$ cat config.mk
export PLATFORM = sky130hd
export DESIGN_NAME = btt_front_flat
export DESIGN_NICKNAME = d
export VERILOG_FILES = /design/src/rtl/btt_pkg.sv /design/src/rtl/btt_if.sv /design/src/rtl/btt_front.sv /design/src/flat_wrapper.sv
export SDC_FILE = /design/constraint.sdc
export NUM_CORES = 1
export LEC_CHECK = 0
export BUFFER_PORTS_ARGS = -buffer_cell sky130_fd_sc_hd__buf_4
export CELL_PAD_IN_SITES_DETAIL_PLACEMENT = 0
export CELL_PAD_IN_SITES_GLOBAL_PLACEMENT = 1
export CORE_UTILIZATION = 44
export CTS_CLUSTER_SIZE = 16
export DETAILED_ROUTE_END_ITERATION = 10
export MAX_ROUTING_LAYER = met4
export PLACE_DENSITY_LB_ADDON = 0.1
export SYNTH_ARGS = -nofsm -noshare
export SYNTH_HDL_FRONTEND = slang
export SYNTH_SLANG_ARGS = --single-unit
$ cat constraint.sdc
create_clock -name clk -period 10.33 [get_ports clk]
set_clock_uncertainty 0.05 [all_clocks]
set_input_delay 2.066 -clock clk [delete_from_list [all_inputs] [get_ports clk]]
set_output_delay 2.066 -clock clk [all_outputs]
set_load 0.05 [all_outputs]
$ cat src/rtl/btt_pkg.sv
// btt_pkg: types and constants shared by the bookmark toggle table modules
// no dependencies
`default_nettype none

package btt_pkg;

  localparam int KEY_W   = 32;
  localparam int OFF_W   = 64;
  localparam int CTX_W   = 32;
  localparam int NTH_W   = 6;
  localparam int MCNT_W  = 7;

  typedef enum logic [1:0] {
    OP_TOGGLE = 2'd0,
    OP_TEST   = 2'd1,
    OP_COUNT  = 2'd2,
    OP_FETCH  = 2'd3
  } op_t;

  typedef enum logic [2:0] {
    ST_IDLE,
    ST_SCAN,
    ST_MOVE_RD,
    ST_MOVE_WR,
    ST_RESULT
  } back_state_t;

  typedef struct packed {
    logic [KEY_W-1:0] key;
    logic [OFF_W-1:0] off;
    logic [CTX_W-1:0] ctx;
  } entry_t;

  typedef struct packed {
    op_t              op;
    logic [KEY_W-1:0] key;
    logic [OFF_W-1:0] off;
    logic [CTX_W-1:0] ctx;
    logic [NTH_W-1:0] nth;
  } req_t;

  typedef struct packed {
    logic              status;
    logic              now_set;
    logic              found;
    logic [MCNT_W-1:0] match_count;
    logic [OFF_W-1:0]  found_offset;
    logic [CTX_W-1:0]  found_context;
  } res_t;

endpackage

`default_nettype wire

$ cat src/rtl/btt_if.sv
// btt_in_if / btt_out_if: valid-ready channels of the bookmark toggle table
// depends on btt_pkg for field widths
`default_nettype none

interface btt_in_if
  import btt_pkg::*;
();
  logic             valid;
  logic             ready;
  logic [1:0]       op;
  logic [KEY_W-1:0] content_key;
  logic [OFF_W-1:0] entry_offset;
  logic [CTX_W-1:0] entry_context;
  logic [NTH_W-1:0] nth_index;

  modport source (output valid, op, content_key, entry_offset, entry_context, nth_index,
                  input ready);
  modport sink   (input valid, op, content_key, entry_offset, entry_context, nth_index,
                  output ready);
endinterface


`default_nettype wire

$ cat src/rtl/btt_front.sv
// btt_front: input sink, op decode and a two-entry request queue
// depends on btt_pkg and btt_in_if
`default_nettype none

module btt_front
  import btt_pkg::*;
(
  input  wire logic clk,
  input  wire logic rst_n,
  btt_in_if.sink    in_ch,
  output req_t      req_o,
  output logic      req_vld_o,
  input  wire logic req_pop_i
);

  req_t       q_r [2];
  logic       wr_ptr_r, wr_ptr_nxt;
  logic       rd_ptr_r, rd_ptr_nxt;
  logic [1:0] fill_r, fill_nxt;
  logic       push, pop;
  req_t       in_req;

  assign in_ch.ready = (fill_r != 2'd2);
  assign push        = in_ch.valid && in_ch.ready;
  assign pop         = req_pop_i && (fill_r != 2'd0);
  assign req_vld_o   = (fill_r != 2'd0);
  assign req_o       = q_r[rd_ptr_r];

  always_comb begin
    in_req.op  = op_t'(in_ch.op);
    in_req.key = in_ch.content_key;
    in_req.off = in_ch.entry_offset;
    in_req.ctx = in_ch.entry_context;
    // only fetch uses the index; the context passes through for every op
    in_req.nth = (in_req.op == OP_FETCH) ? in_ch.nth_index : '0;
  end

  always_comb begin
    wr_ptr_nxt = push ? ~wr_ptr_r : wr_ptr_r;
    rd_ptr_nxt = pop ? ~rd_ptr_r : rd_ptr_r;
    fill_nxt   = fill_r + {1'b0, push} - {1'b0, pop};
  end

  always_ff @(posedge clk) begin
    if (!rst_n) begin
      wr_ptr_r <= 1'b0;
      rd_ptr_r <= 1'b0;
      fill_r   <= 2'd0;
    end else begin
      wr_ptr_r <= wr_ptr_nxt;
      rd_ptr_r <= rd_ptr_nxt;
      fill_r   <= fill_nxt;
    end
  end

  always_ff @(posedge clk) begin
    if (push) begin
      q_r[wr_ptr_r] <= in_req;
    end
  end

endmodule

`default_nettype wire

$ cat src/flat_wrapper.sv
// flat-port wrapper written by rule: the top's interface ports become plain ports
module btt_front_flat import btt_pkg::*;
  (clk, rst_n, req_o, req_vld_o, req_pop_i, in_ch_valid, in_ch_op, in_ch_content_key, in_ch_entry_offset, in_ch_entry_context, in_ch_nth_index, in_ch_ready);
  btt_in_if in_ch_i ();
  input  wire logic clk;
  input  wire logic rst_n;
  output req_t req_o;
  output logic req_vld_o;
  input  wire logic req_pop_i;
  input wire logic [$bits(in_ch_i.valid)-1:0] in_ch_valid;
  input wire logic [$bits(in_ch_i.op)-1:0] in_ch_op;
  input wire logic [$bits(in_ch_i.content_key)-1:0] in_ch_content_key;
  input wire logic [$bits(in_ch_i.entry_offset)-1:0] in_ch_entry_offset;
  input wire logic [$bits(in_ch_i.entry_context)-1:0] in_ch_entry_context;
  input wire logic [$bits(in_ch_i.nth_index)-1:0] in_ch_nth_index;
  output wire logic [$bits(in_ch_i.ready)-1:0] in_ch_ready;
  assign in_ch_i.valid = in_ch_valid;
  assign in_ch_i.op = in_ch_op;
  assign in_ch_i.content_key = in_ch_content_key;
  assign in_ch_i.entry_offset = in_ch_entry_offset;
  assign in_ch_i.entry_context = in_ch_entry_context;
  assign in_ch_i.nth_index = in_ch_nth_index;
  assign in_ch_ready = in_ch_i.ready;
  btt_front u_core (.clk(clk), .rst_n(rst_n), .in_ch(in_ch_i), .req_o(req_o), .req_vld_o(req_vld_o), .req_pop_i(req_pop_i));
endmodule
---- Word level (Yosys, flattened, before mapping) ----
Memory sizes are Yosys's and may differ from the RTL's. A register that Yosys moved wholly into a read port is not among the register bits.
Cells that the tools add are included.
word-level totals
  word-level logic and storage cells ...... 18
  memories ................................ 1
  register bits after elaboration ......... 4
  output and inout port bits .............. 138
  memory bits (writable) .................. 272
  latch bits .............................. 0
  ROM bits ................................ 0
memory list
  memory      words  width  rd ports  clocked after memory_dff  write ports  RTL line         text
  u_core.q_r  2      136    1         1                         1            btt_front.sv:16  req_t q_r [2];
cells by class
  divide/modulo/power cells ............... 0
  muxes and demuxes ....................... 5
  order comparisons ....................... 0
  shift-type cells ........................ 0
  add/sub/neg operators ................... 2
  reductions and logical operators ........ 3
  equal/unequal tests ..................... 2
  bitwise operators ....................... 2
  $mul .................................... 0
operator list
  kind                  number
  $mux W6               1
  $mux W1               4
  $add A2 B1 Y2         1
  $eq A2 B2 Y1 const B  1
  $logic_and A1 B1 Y1   2
  $ne A2 B2 Y1 const B  1
  $not A1 Y1            2
  $reduce_bool A2 Y1    1
  $sub A2 B1 Y2         1

---- Depth between registers and ports, before layout ----
Gate-level depths: netlist of run 1.
  word-level depth ........................ 4
  mapped depth ............................ 7
  mapped depth without buffers ............ 7

---- Worst setup path after synthesis of run 1 ----
Ideal clock, no wire load.
  path type ............................... input -> register
  from .................................... in in_ch_valid
  to ...................................... mem u_core.q_r[0][0] (netlist name), enable pin
  data required time ...................... 9631 ps
  setup time .............................. 649 ps
  stages .................................. 2
  slack ................................... 1423 ps
  arrival ................................. 8208 ps
  path buffers ............................ 0
  cells stage by stage .................... and2_1 -> nor2b_1
between the ends
  word-level cells in the longest chain between the ends .. 3
RTL lines
  element                        RTL line            text
  start, declared                flat_wrapper.sv:10  input wire logic [$bits(in_ch_i.valid)-1:0] in_ch_valid;
  $logic_and A1 B1 Y1            btt_front.sv:24     assign push = in_ch.valid && in_ch.ready;
  $mux W1                        btt_front.sv:57     if (push) begin
  $mux W1 (not written as such)  btt_front.sv:58     q_r[wr_ptr_r] <= in_req;
  end, declared                  btt_front.sv:16
No other way between the ends.

==> run_results.csv, run 1 <==
group,metric,value,unit
synth,synthesis.area,0.01024,sq mm
clock_tree,clock_sinks,277,
clock_tree,hold_buffers,0,
sta,fin_crit_sh,46.30,%
drt,drt_iter0_markers,203,
drt,dr.pass1.iters,4,
floorplanning,fp.dieW,154.5,microns
cells_and_area,nets,897,
synth,synth_compound_area_share,0.1222,%
synth,synth_cells,456,
min_path,hold_class,"register to register",
clock_tree,cts_resized,0,
cells_and_area,drive_above_1_share,60.03,%
worst_setup_path,max_stage_delay,0.73,ns
drt,ant_nets,0,
sta,hold_violations,0,
sta,tightestPinTransition,1.125,ns
worst_setup_path,crit_path_frequent_cell,"buf_4",
worst_setup_path,cp_num_cells,3,
sta,setup_viol_count_final,0,
worst_setup_path,crit_path_top_delay_cell,"dfxtp_4",
sta,grt_setup_unrepaired,"no",
global_routing,grt-ovfl-total,0,
sta,post-route-min-period,4.783,ns
worst_setup_path,reg2reg_to,"u_core.q_r[1][65]",
worst_setup_path,reg2regPathDepth,3,
sta,tns,0,ns
cells_and_area,num-fill-cells,1695,
clock_tree,cts_tree,"built",
clock_tree,clock-root-buffer,"clkbuf_16",
placement,dp_cells,1008,
drt,drc,0,
worst_setup_path,critPathMaxFanout,57,
sta,max_slew_margin,24.98,%
global_routing,grt_use_total,16.47,%
worst_setup_path,critPathCaptureType,"output port",
pwr,power.total,0.003981,W
placement,place_area,0.01262,sq mm
synth,synthAdderAreaFrac,0.2444,%
clock_tree,clk_path_buf_depth,3,
floorplanning,rows,55,
sta,setup_slack,5.547,ns
placement,portBuffers,277,
global_routing,grt_pass1_wl,28860,microns
synth,synth_top_family_by_area,"multiplexers",
drt,viasPerCell,4.844,
worst_setup_path,rrSetupSlack,7.49,ns
drt,totalWireLength,19590,microns
worst_setup_path,arrival,2.67,ns
sta,drv_slew,0,
placement,dp_slack,5.929,ns
outcome,status,"finished, final reports clean",
global_routing,grt_max_degree,82,
synth,synth_seq_cells,277,
cells_and_area,syn_to_final_growth,32.71,%
floorplanning,dieHeight,154.5,microns
floorplanning,placeableCoreArea,0.02271,sq mm
clock_tree,ctsHtreeMaxLevel,1,
synth,synth.area.mux_share,16.42,%
worst_setup_path,worstPathRequired,8.21,ns
worst_setup_path,crit_chain,"buf_4 -> mux2_2 -> buf_4",
clock_tree,path_clk_slew,0.05,ns
pwr,power_density,293.0,mW/mm^2
pwr,p_leak,5.168,nW
worst_setup_path,crit_path_start_kind,"register",
cells_and_area,fin_cells,1063,
clock_tree,clk_latency,0.53,ns
global_routing,grt_antenna_before_repair,0,
synth,ys_top_cells_by_area,"edfxtp_1, mux2_2, mux2_4",
synth,synth_top_area_cell,"edfxtp_1",
worst_setup_path,r2r-start,"u_core.fill_r[0]",
worst_setup_path,critical_path_class,"register to output port",
synth,ys_types,21,
floorplanning,io_pins,278,
synth,syn_nets,598,
synth,yosysTopAreaCellShare,79.78,%
cells_and_area,regArea,0.008272,sq mm
synth,syn_area_per_cell,22.45,sq um
synth,synth-seq-area-share,80.75,%
placement,dp_hpwl,12820,microns
run,max_cap_viol_count,0,
global_routing,grt_pass1_vias,5513,
floorplanning,start_util,45.09,%
clock_tree,cts_setup_buffers,0,
cells_and_area,diodes,0,
worst_setup_path,path_buf_inv,2,
drt,vias,5149,
synth,synthXorXnorAreaFrac,0.1711,%
floorplanning,fp.dieArea,0.02388,sq mm
placement,place.gp.congestion,0.7345,
cells_and_area,final_area,0.01359,sq mm
pwr,worst_ir_drop_vdd,0.2324,mV
drt,avgRoutedWirePerCell,18.43,microns
synth,yosys_warnings,0,
clock_tree,cts_buffers,30,
worst_setup_path,cp_top_family,"buffers and inverters",
sta,fmax,0.2091,GHz
synth,synthSimpleGateAreaFrac,1.075,%
cells_and_area,multi_input_area,0.001859,sq mm
worst_setup_path,crit_end,"req_o[18]",
-- cell families (layout without fill, tap and decap cells) --
group / Yosys count / after routing
AO/OA/AOI/OAI: 2 / 2
XOR/XNOR: 2 / 2
adder cells (fa/ha/maj): 2 / 2
buffers and inverters: 18 / 340
flip-flops: 277 / 277
multiplexers: 136 / 136
AND/OR/NAND/NOR: 19 / 19
-- sequential cells by signal (all words and copies together), names as in the netlist, named ones only --
register,flops
u_core.wr_ptr_r,1
u_core.rd_ptr_r,1
u_core.fill_r,2
u_core.q_r,272
-- routing by layer --
| layer | GRT usage (%) | part of all wire (%) |
|---|---|---|
| met1 | 18.89 | 39 |
| met3 | 6.052 | 9.2 |
| met2 | 26.80 | 49 |
| met5 | - | 0 |
| met4 | 5.422 | 2.7 |
-- cells in the mapped netlist --
| cell | number |
|---|---|
| and2_1 | 3 |
| and3_1 | 7 |
| buf_2 | 9 |
| buf_6 | 6 |
| dfxtp_1 | 5 |
| edfxtp_1 | 272 |
| ha_1 | 2 |
| inv_1 | 3 |
| mux2_2 | 96 |
| mux2_4 | 40 |
| nand2_1 | 1 |
| nand2b_1 | 1 |
| nand4b_1 | 1 |
| nor2_1 | 3 |
| nor2b_1 | 1 |
| nor3_1 | 1 |
| o21a_1 | 1 |
| o21ai_0 | 1 |
| or2_2 | 1 |
| xnor2_1 | 1 |
| xor2_1 | 1 |
-- area by class of cell --
class | instances | share of cell area [%]
flip-flops and latches | 277 | 60.87
clock inverters | 19 | 1.308
multi-input cells | 161 | 13.68
well taps | 285 | 2.624
repair buffers | 282 | 15.58
inverters | 3 | 0.08287
clock buffers | 36 | 5.847
-- metrics by stage --
step / hold slack, ns / util (%)
final: 0.4693 / 59.83
after floorplan: 0.4028 / -
after global placement: 0.4483 / 55.55
after global routing: 0.5222 / 59.83
after CTS: 0.4766 / 59.83
after detailed placement: 0.4634 / 55.55
-- tightest hold or removal path: cells and delay by family (launching register included) --
kind	cells	cell delay (ns)
xor gates and xnor gates	1	0.09
and+or+nand+nor	1	0.07
DFF	1	0.32
-- where the power goes --
group	total [W]	internal [W]	switching, W
clock network	0.00103	0.000621	0.000407
logic	0.00147	0.000499	0.000967
registers	0.00149	0.00143	0.0000594
total	0.00398	0.00255	0.00143
-- placed cells by master, fill, tap and decap left out, types with 2 or more instances in the layout --
master,netlist,layout
mux2_4,40,40
clkbuf_1,0,5
and3_1,7,6
dfxtp_1,5,4
edfxtp_1,272,272
clkinv_1,0,5
mux2_2,96,96
clkinv_2,0,7
ha_1,2,2
nor2_1,3,3
buf_4,0,282
clkbuf_16,0,31
and2_1,3,3
bufinv_16,0,3
inv_1,3,3
clkinv_4,0,2
-- worst min-delay path by stage --
stage	startpoint	end	cells after the start
4_1_cts	u_core.rd_ptr_r	u_core.rd_ptr_r	2
5_1_grt	u_core.wr_ptr_r	u_core.wr_ptr_r	2
3_3_place_gp	u_core.rd_ptr_r	u_core.rd_ptr_r	2
3_5_place_dp	u_core.rd_ptr_r	register	2
6_report	u_core.rd_ptr_r	u_core.rd_ptr_r	2
2_1_floorplan	u_core.wr_ptr_r	u_core.wr_ptr_r	2
No activity file was read; power rests on OpenSTA's default activity.
==> run 2, diff against run 1 <==
CORE_UTILIZATION = 40   (was 44)
clock period = 4.1 ns   (was 10.33 ns; I/O delays follow)
==> run 2 against run 1 <==
  * Critical path type unchanged
  * Global-route usage down 0.75 points
  * Sequential share of layout area down 0.38 points
  * Die area up 9.9%
  * Flip-flop and latch count unchanged
  * Combinational power rose to 2.5 times the previous value
  * Hold slack worse by 0.047 ns
  * Largest power group unchanged
  * Final area up 0.64%
  * Core utilization down 5.4 points
==> run_results.csv, run 2 (synthesized netlist as in run 1, its figures left out) <==
group,metric,value,unit
global_routing,grt_max_degree,73,
drt,vias,5155,
cells_and_area,fin_cells,1109,
drt,avgRoutedWirePerCell,18.61,microns
placement,dp_slack,1.417,ns
placement,dp_cells,1055,
clock_tree,hold_buffers,0,
floorplanning,placeableCoreArea,0.02511,sq mm
cells_and_area,final_common_cell,"buf_4",
pwr,power_density,731.4,mW/mm^2
worst_setup_path,crit_path_start_kind,"register",
min_path,hold_class,"primary input to register",
cells_and_area,regArea,0.008272,sq mm
worst_setup_path,reg2regPathDepth,4,
cells_and_area,num-fill-cells,2068,
floorplanning,io_pins,278,
floorplanning,dieHeight,162.0,microns
pwr,power.total,0.01000,W
worst_setup_path,path_buf_inv,2,
worst_setup_path,critical_path_class,"register to output port",
pwr,p_leak,5.167,nW
sta,fin_crit_sh,78.12,%
cells_and_area,multi_input_area,0.001859,sq mm
worst_setup_path,cp_num_cells,3,
global_routing,grt_pass1_vias,5419,
worst_setup_path,worstPathRequired,3.23,ns
floorplanning,fp.dieArea,0.02624,sq mm
drt,dr.pass1.iters,4,
clock_tree,cts_tree,"built",
sta,grt_setup_unrepaired,"no",
sta,setup_slack,0.8971,ns
outcome,status,"finished, final reports clean",
worst_setup_path,crit_end,"req_o[19]",
clock_tree,path_clk_slew,0.06,ns
global_routing,grt_pass1_wl,30130,microns
sta,tightestPinTransition,0.8189,ns
sta,tns,0,ns
clock_tree,clock_sinks,277,
global_routing,grt_antenna_before_repair,1,
drt,totalWireLength,20640,microns
drt,ant_nets,0,
placement,place.gp.congestion,0.7639,
worst_setup_path,r2r-start,"u_core.fill_r[0]",
placement,dp_hpwl,14210,microns
worst_setup_path,max_stage_delay,0.70,ns
cells_and_area,top_register,"u_core.q_r",
clock_tree,ctsHtreeMaxLevel,1,
sta,post-route-min-period,3.203,ns
cells_and_area,drive_above_1_share,59.64,%
clock_tree,cts_buffers,29,
worst_setup_path,critPathMaxFanout,64,
placement,portBuffers,277,
drt,viasPerCell,4.648,
floorplanning,fp.dieW,162.0,microns
clock_tree,cts_resized,0,
drt,drc,0,
sta,hold_violations,0,
floorplanning,rows,58,
sta,setup_viol_count_final,0,
run,max_cap_viol_count,0,
worst_setup_path,crit_chain,"buf_12 -> mux2_2 -> buf_4",
clock_tree,clk_latency,0.52,ns
clock_tree,clock-root-buffer,"clkbuf_16",
sta,max_slew_margin,45.29,%
global_routing,grt-ovfl-total,0,
floorplanning,start_util,40.78,%
global_routing,grt_use_total,15.72,%
sta,drv_slew,0,
worst_setup_path,critPathCaptureType,"output port",
sta,fmax,0.3122,GHz
worst_setup_path,rrSetupSlack,1.73,ns
clock_tree,clk_path_buf_depth,3,
cells_and_area,largest_register_ffs,272,
pwr,worst_ir_drop_vdd,0.4576,mV
cells_and_area,final_cell_mix,"buf_4, edfxtp_1, mux2_2, mux2_4, clkbuf_16",
cells_and_area,reg.largest.list,"u_core.q_r x272, u_core.fill_r x2",
worst_setup_path,arrival,2.33,ns
cells_and_area,syn_to_final_growth,33.56,%
clock_tree,cts_setup_buffers,0,
worst_setup_path,cp_top_family,"flip-flops",
drt,drt_iter0_markers,251,
worst_setup_path,reg2reg_to,"u_core.q_r[0][48]",
cells_and_area,nets,898,
worst_setup_path,crit_path_top_delay_cell,"dfxtp_4",
[run 2: layout make-up]
cell class	instances	area share (%)
diodes	1	0.01830
clock buffers	33	5.417
clock inverters	20	1.418
inverters	3	0.08235
multi-input cells	161	13.60
flip-flops and latches	277	60.49
well taps	330	3.019
repair buffers	284	15.96
[run 2: metrics by stage]
| stage | util, % | cell area (sq um) | hold WS, ns |
|---|---|---|---|
| floorplan | - | 10250 | 0.4310 |
| global placement | 50.73 | 12740 | 0.4498 |
| detailed placement | 50.73 | 12740 | 0.4562 |
| CTS | 54.45 | 13670 | 0.3949 |
| global route | 54.46 | 13670 | 0.3932 |
| finish | 54.46 | 13670 | 0.4218 |
[run 2: where the power goes]
part           switching, W  internal, W
clock network      0.000992      0.00154
logic               0.00244      0.00129
registers          0.000156      0.00359
total               0.00359      0.00641
[run 2: how the worst min path moves through the flow]
stage               slack, ns  cells after the start                 to              startpoint
detailed placement       0.46                      2    u_core.rd_ptr_r         u_core.rd_ptr_r
global placement         0.45                      2    u_core.rd_ptr_r         u_core.rd_ptr_r
global route             0.39                      1  u_core.q_r[0][75]  in_ch_entry_offset[37]
floorplan                0.43                      2           register         u_core.rd_ptr_r
CTS                      0.39                      1  u_core.q_r[0][50]  in_ch_entry_offset[12]
finish                   0.42                      1  u_core.q_r[0][75]  in_ch_entry_offset[37]
[run 2: per-layer routing]
layer / global-route usage (%) / vias up / wire [microns]
met5: - / - / 0
met4: 3.688 / 0 / 368
met3: 6.282 / 29 / 2091
met2: 25.63 / 195 / 10210
met1: 18.16 / 2516 / 7961
li1: - / 2415 / -
==> run 3, diff against run 2 <==
clock period = 2.6 ns   (was 4.1 ns; I/O delays follow)
==> run 3 against run 2 <==
  * Core utilization up 0.20 points
  * Flip-flop and latch count unchanged
  * Die area unchanged
  * Global-route usage down 0.14 points
  * First-iteration DRC count up 32%
  * Count of clock-buffer cells in the layout up 6
  * Setup slack worse by 0.78 ns
  * Non-clock buffer count up 1
  * Highest routed layer unchanged
==> run_results.csv, run 3 (synthesized netlist as in run 1, its figures left out) <==
group,metric,value,unit
cells_and_area,diodes,0,
worst_setup_path,critPathCaptureType,"output port",
worst_setup_path,worstPathRequired,2.03,ns
cells_and_area,nets,900,
clock_tree,cts_tree,"built",
sta,setup_viol_count_final,0,
pwr,power.total,0.01582,W
drt,vias,5228,
sta,hold_violations,0,
drt,totalWireLength,20520,microns
drt,avgRoutedWirePerCell,18.50,microns
clock_tree,clock_sinks,277,
cells_and_area,final_area,0.01373,sq mm
global_routing,grt_antenna_before_repair,0,
pwr,worst_ir_drop_vdd,0.7902,mV
clock_tree,cts_buffers,30,
global_routing,grt_pass1_wl,30350,microns
sta,drv_slew,0,
global_routing,grt_use_total,15.58,%
drt,highest_layer,"met4",
drt,ant_nets,0,
sta,fin_crit_sh,95.63,%
pwr,power_density,1153,mW/mm^2
drt,viasPerCell,4.714,
floorplanning,io_pins,278,
placement,portBuffers,277,
cells_and_area,num-fill-cells,2061,
worst_setup_path,arrival,1.92,ns
clock_tree,cts_setup_buffers,0,
floorplanning,start_util,40.78,%
cells_and_area,regArea,0.008273,sq mm
pwr,p_leak,5.189,nW
drt,drc,0,
sta,tns,0,ns
global_routing,grt_max_degree,83,
placement,place_area,0.01277,sq mm
floorplanning,rows,58,
drt,drt_iter0_markers,331,
clock_tree,clk_path_buf_depth,3,
global_routing,grt_pass1_vias,5475,
worst_setup_path,critical_path_class,"register to output port",
clock_tree,path_clk_slew,0.06,ns
sta,post-route-min-period,2.486,ns
cells_and_area,multi_input_area,0.001869,sq mm
run,max_cap_viol_count,0,
placement,dp_hpwl,13050,microns
cells_and_area,syn_to_final_growth,34.06,%
sta,whs,0.1125,ns
drt,wl_met3,1684,microns
cells_and_area,drive_above_1_share,59.69,%
min_path,hold_class,"primary input to register",
clock_tree,clk_latency,0.53,ns
worst_setup_path,crit_path_start_kind,"register",
floorplanning,fp.dieArea,0.02624,sq mm
cells_and_area,final_util,54.66,%
placement,place.gp.congestion,0.7349,
clock_tree,ctsHtreeMaxLevel,1,
sta,grt_setup_unrepaired,"no",
floorplanning,dieHeight,162.0,microns
cells_and_area,final_cell_mix,"buf_4, edfxtp_1, mux2_2, mux2_4, clkbuf_16",
cells_and_area,top_register,"u_core.q_r",
cells_and_area,reg.largest.list,"u_core.q_r x272, u_core.fill_r x2",
sta,fmax,0.4022,GHz
worst_setup_path,critPathMaxFanout,54,
cells_and_area,largest_register_ffs,272,
drt,drt-met1-wl,8269,microns
sta,tightestPinTransition,0.3829,ns
drt,wl_met2,10100,microns
drt,dr.pass1.iters,4,
clock_tree,clock-root-buffer,"clkbuf_16",
cells_and_area,final_common_cell,"buf_4",
global_routing,grt-ovfl-total,0,
floorplanning,placeableCoreArea,0.02511,sq mm
sta,max_slew_margin,74.47,%
floorplanning,fp.dieW,162.0,microns
outcome,status,"finished, final reports clean",
run 3: timing repair:
item                       4_1_cts  5_1_grt
hold buffers                     0        0
gates resized for setup          0        1
setup endpoints to repair        0       20
run 3: worst paths after layout:
path / start / end / slack (ns) / cells past startpoint
min: in_ch_entry_offset[27] / u_core.q_r[1][65] / 0.11 / 1
max reg2reg: u_core.fill_r[0] / u_core.q_r[1][129] / 0.89 / 3
min reg2reg: u_core.rd_ptr_r / register / 0.46 / 2
max: register / req_o[5] / 0.11 / 3
run 3: layout make-up:
class                      instances  share of cell area (%)
tap                              330                   3.008
inverter                           3                 0.08204
sequential                       277                   60.27
multi-input combinational        161                   13.62
clock buffer                      39                   5.871
timing repair buffer             285                   16.32
clock inverter                    14                  0.8295
run 3: per-layer routing:
layer	GRT usage, %	up-vias
met5	-	-
met4	4.288	0
met3	4.648	36
met2	25.20	205
met1	18.99	2570
li1	-	2417
run 3: stage by stage:
stage,cells,worst slack (ns)
2_1_floorplan,456,-0.6498
3_3_place_gp,1055,0.5976
3_5_place_dp,1055,0.5851
5_1_grt,1109,0.03709
4_1_cts,1108,0.005691
6_report,1109,0.1135
run 3: worst max-delay path, stage by stage (launching register included):
cell     delay [ns]
dfxtp_4        0.40
buf_12         0.31
mux2_2         0.40
buf_4          0.19
run 3: power by group:
part           leakage [nW]  switching, W  internal (W)  total [W]
Combinational          2.16       0.00396       0.00209    0.00605
Sequential             2.58      0.000165       0.00566    0.00582
Clock                 0.448       0.00159       0.00236    0.00395
Total                  5.19       0.00572        0.0101     0.0158
